<file path="config.mk">
export PLATFORM = sky130hd
export DESIGN_NAME = fhc_update
export DESIGN_NICKNAME = d
export VERILOG_FILES = /design/src/design/fhc_pkg.sv /design/src/design/fhc_update.sv
export SDC_FILE = /design/constraint.sdc
export NUM_CORES = 1
export LEC_CHECK = 0
export BUFFER_PORTS_ARGS = -buffer_cell sky130_fd_sc_hd__buf_2
export CAP_MARGIN = 20
export CORE_AREA = 2 2 285 287
export DETAILED_ROUTE_END_ITERATION = 12
export DIE_AREA = 0 0 287 289
export PLACE_DENSITY = 0.35
export SETUP_SLACK_MARGIN = 0.2
export SYNTH_ARGS = -nofsm -noshare
export SYNTH_HDL_FRONTEND = slang
export SYNTH_SLANG_ARGS = --single-unit
</file>
<file path="constraint.sdc">
create_clock -name vclk -period 10.42
set_input_delay 2.084 -clock vclk [all_inputs]
set_output_delay 2.084 -clock vclk [all_outputs]
set_load 0.02 [all_outputs]
</file>
<file path="src/design/fhc_pkg.sv">
// Shared types, constants and helpers for the flow hit counter table.
// Used by every module of the block; no dependencies of its own.
package fhc_pkg;

  localparam int BUCKETS  = 256;
  localparam int WAYS     = 4;
  localparam int BUCKET_W = (BUCKETS > 1) ? $clog2(BUCKETS) : 1;

  localparam logic MODE_COUNT  = 1'b0;
  localparam logic MODE_DELETE = 1'b1;

  typedef enum logic [2:0] {
    ST_COUNTED   = 3'd0,
    ST_INSERTED  = 3'd1,
    ST_DELETED   = 3'd2,
    ST_NOT_FOUND = 3'd3,
    ST_FULL      = 3'd4
  } fhc_status_t;

  typedef enum logic {
    S_IDLE,
    S_LOOKUP
  } fhc_state_t;

  typedef struct packed {
    logic        valid;
    logic [31:0] address;
    logic [15:0] port;
    logic [31:0] count;
  } fhc_entry_t;

  typedef fhc_entry_t [WAYS-1:0] fhc_row_t;

  typedef struct packed {
    logic [31:0] hit_count;
    fhc_status_t status;
  } fhc_result_t;

  // Low address byte modulo BUCKETS; BUCKETS is a power of two, so keep the low bits.
  function automatic logic [BUCKET_W-1:0] bucket_of(logic [7:0] a);
    logic [8:0] rem;
    rem = {1'b0, a} % 9'(BUCKETS);
    return rem[BUCKET_W-1:0];
  endfunction

endpackage

</file>
<file path="src/design/fhc_update.sv">
// Row update: match and free-way search over one bucket row, new row and result.
// Depends on fhc_pkg for the row, result and status types.
module fhc_update
  import fhc_pkg::*;
(
  input  fhc_row_t    row,
  input  logic        mode,
  input  logic [31:0] address,
  input  logic [15:0] flow_port,
  output fhc_row_t    new_row,
  output fhc_result_t result
);

  logic [WAYS-1:0] match_sel;
  logic [WAYS-1:0] free_sel;
  logic            hit;
  logic            has_free;
  logic [31:0]     sat_count;

  always_comb begin
    match_sel = '0;
    free_sel  = '0;
    hit       = 1'b0;
    has_free  = 1'b0;
    for (int w = 0; w < WAYS; w++) begin
      if (row[w].valid && !hit && row[w].address == address && row[w].port == flow_port) begin
        hit          = 1'b1;
        match_sel[w] = 1'b1;
      end
      if (!row[w].valid && !has_free) begin
        has_free    = 1'b1;
        free_sel[w] = 1'b1;
      end
    end
  end

  always_comb begin
    new_row   = row;
    sat_count = '0;
    result    = '{hit_count: 32'd0, status: ST_FULL};
    for (int w = 0; w < WAYS; w++) begin
      if (match_sel[w]) begin
        // hold at all ones
        sat_count = (row[w].count == '1) ? row[w].count : row[w].count + 32'd1;
      end
    end
    if (mode == MODE_COUNT) begin
      if (hit) begin
        for (int w = 0; w < WAYS; w++) begin
          if (match_sel[w]) begin
            new_row[w].count = sat_count;
          end
        end
        result = '{hit_count: sat_count, status: ST_COUNTED};
      end else if (has_free) begin
        for (int w = 0; w < WAYS; w++) begin
          if (free_sel[w]) begin
            new_row[w] = '{valid: 1'b1, address: address, port: flow_port, count: 32'd0};
          end
        end
        result = '{hit_count: 32'd0, status: ST_INSERTED};
      end
    end else begin
      if (hit) begin
        for (int w = 0; w < WAYS; w++) begin
          if (match_sel[w]) begin
            new_row[w].valid = 1'b0;
          end
        end
        result = '{hit_count: 32'd0, status: ST_DELETED};
      end else begin
        result = '{hit_count: 32'd0, status: ST_NOT_FOUND};
      end
    end
  end

endmodule

</file>
==> flow_summary.yaml <==
status:
  status: "finished clean"
final_layout:
  seq_cell_count: 0
  clkbuf_count: 0
  ff_latch_area_um2: 0
  drive_gt1_frac: 0.3955
  synthToLayoutAreaGrowth_pct: 43.13
  nets: 2758
  fill_cells: 9513
drt:
  drtIter0Drc: 1132
  drtPass1Iterations: 5
  drt_wl_total_mm: 108.6
  post_drt_wl_per_cell_um: 31.31
  drc: 0
  via_per_inst: 4.847
  num_vias: 16810
  drtAntennaViolNets: 0
timing:
  fmax_mhz: 116.0
  slew_violations: 0
  finalSetupViolCount: 0
  tightest_slew_ps: 1154
  post-route-period-util: 0.8276
  rsz0062_at_grt: "false"
  final.min_clock_period_ps: 8623
  hold_violations: 0
  relSlewSlack: 0.2245
  setup_ws_ps: 1797
  fin_setup_tns_ps: 0
critical_path:
  cp-start-kind: "primary input"
  crit_type: "primary input to output port"
  required_ps: 8340
  cp_data_arrival_time_ps: 6540
  end_kind: "output port"
  crit_path_max_fanout: 28
  path_cells: "buf_2 -> xor2_1 -> or4_1 -> or4_4 -> or4_4 -> nor2_4 -> nand2_2 -> o21ai_0 -> buf_2"
  slowest_delay_ps: 730
  slowest_stage: "o21ai_0"
synthesis:
  synthTopCellsByArea: "xnor2_1 15%, mux2_2 14%, nand2_1 9.3%"
  synth_top_area_share: 0.1487
  syn-instance-count: 1754
  yosys.cell_types.count: 68
  yosysWarnings: 0
  postSynthAreaPerCell_um2: 6.382
  syn_area_um2: 11190
  synth_top_cell_by_area: "xnor2_1"
  syn_nets: 2131
  yosysSeqAreaShare: 0
floorplan:
  io_pins: 732
  core_um2: 79900
  rows: 104
  die-area_um2: 82940
  die_w_um: 287
  die_h_um: 289
  initial_core_util: 0.1401
placement:
  gp_congestion: 0.9562
  dp_slack_ps: 1744
  io_buffers: 732
  dp_hpwl_mm: 93.11
cts:
  cts_hold_repair.buffers: 0
  post_cts_buffers: 0
  ctsResizeCount: 0
global_route:
  antenna_found_initial: 43
  first_global_vias: 16810
  grt_max_degree: 58
  grt_overflow: 0
  grt_util_all_layers: 0.2461
  grt_pass1_wl_mm: 142.7
power_and_ir_drop:
  p_per_area_nw_per_um2: 44.88
  power.leakage_nw: 6.838
  vdd_drop_max_v: 0.00002350
hold_path:
  min_path_type: "primary input to output port"
  min_path_cells: 4
run:
  maxCapViolCount: 0
==> report_power, final <==
part | switching (mW) | leakage, nW | internal [mW]
Sequential | 0 | 0 | 0
Clock | 0 | 0.000189 | 0.000000353
Combinational | 0.481 | 6.84 | 0.238
Total | 0.481 | 6.84 | 0.238
==> kinds of logic (layout without fill, tap and decap cells) <==
group	count (synthesis)	count (layout)	synth area share
xor gates and xnor gates	297	297	0.2324
adders and majority gates	4	4	0.004471
muxes	148	148	0.1474
and+or+nand+nor	820	820	0.3759
buffers and inverters	176	801	0.06640
AOI/OAI and AO/OA	309	309	0.1734
other	0	30	0
==> placed cells by master, fill, tap and decap left out, types with 4 or more instances in the layout <==
cell       netlist  layout
xnor2_1        190     190
xor2_1         107     107
buf_4            9      38
a22oi_1          7       7
nor2_1          73      72
buf_2           33     732
o31ai_1         17      16
o22ai_1          9       9
or2_2            4       4
o211ai_1        10      10
a22o_1          12      12
mux2i_1         13      13
a222oi_1        10      10
nand4_1         80      80
o2111ai_1        6       6
or4_1           12      11
o21ai_0        121     121
ha_1             4       4
a21o_1           7       7
nand2b_1        42      41
nor4b_1          7       7
and4_1          25      25
a211oi_1         8       8
and2_1          14      14
a21oi_1         47      46
nand2_1        276     274
mux2_2         135     135
nor3b_1          4       4
o221ai_1         8       8
or3_1            9       9
inv_1           29      29
o21ai_1         16      16
a31oi_1          8       8
nor3_1          42      41
nor4_2           0       5
nor4_1          48      43
and3_1          32      32
diode_2          0      30
nand3_1        134     133
==> critical path: cells and delay by family <==
kind | cells | cell delay (ps)
AOI/OAI and AO/OA | 1 | 730
and+or+nand+nor | 5 | 2950
xor gates and xnor gates | 1 | 160
buffers and inverters | 2 | 600
==> stage by stage <==
stage	area [µm²]	std cells	util	hold WS, ps	total power [mW]
after floorplan	11190	1754	-	4281	0.3626
after global placement	15950	3439	0.1996	4519	0.7217
after detailed placement	15950	3439	0.1996	4517	0.7190
after CTS	15950	3439	0.1996	4518	0.7221
after global routing	16000	3459	0.2002	4532	0.7578
final	16020	3469	0.2005	4515	0.7190
==> path summary, 6_finish.rpt <==
kind	endpoint	startpoint	slack (ps)
worst min-delay path	new_row[199]	row[199]	4520
worst max-delay path	new_row[111]	address[31]	1800
==> area by class of cell <==
type	count	area, µm²	share of cell area
diodes	30	75.07	0.004686
well taps	1060	1326	0.08279
multi-input cells	1578	10540	0.6578
inverters	30	112.6	0.007029
repair buffers	771	3969	0.2477
==> synth_stat cells, types with 3 or more instances <==
| cell | n |
|---|---|
| nor4_1 | 48 |
| o21ai_1 | 16 |
| a211oi_1 | 8 |
| inv_1 | 29 |
| o221ai_1 | 8 |
| nor3_1 | 42 |
| mux2i_1 | 13 |
| and2_1 | 14 |
| nor3b_1 | 4 |
| mux2_2 | 135 |
| or3_1 | 9 |
| ha_1 | 4 |
| a21oi_1 | 47 |
| o31ai_1 | 17 |
| nand2b_1 | 42 |
| or4_1 | 12 |
| o211ai_1 | 10 |
| xnor2_1 | 190 |
| nand3_1 | 134 |
| or2_2 | 4 |
| and3_1 | 32 |
| o2111ai_1 | 6 |
| o22ai_1 | 9 |
| nand4_1 | 80 |
| a22oi_1 | 7 |
| o21ai_0 | 121 |
| buf_2 | 33 |
| nor2_1 | 73 |
| and4_1 | 25 |
| nand2_1 | 276 |
| a222oi_1 | 10 |
| clkbuf_1 | 102 |
| a22o_1 | 12 |
| buf_4 | 9 |
| nor2b_1 | 3 |
| a31oi_1 | 8 |
| nand4bb_1 | 3 |
| xor2_1 | 107 |
| a21o_1 | 7 |
| nor4b_1 | 7 |
==> routing by layer <==
metal	share of wire	track usage	wire length (µm)
met5	0.00012	0	13
met4	0.049	0.1059	5324
met1	0.38	0.2738	41020
met2	0.52	0.4701	56880
met3	0.049	0.02646	5360
(Power assumes the default switching activity.)
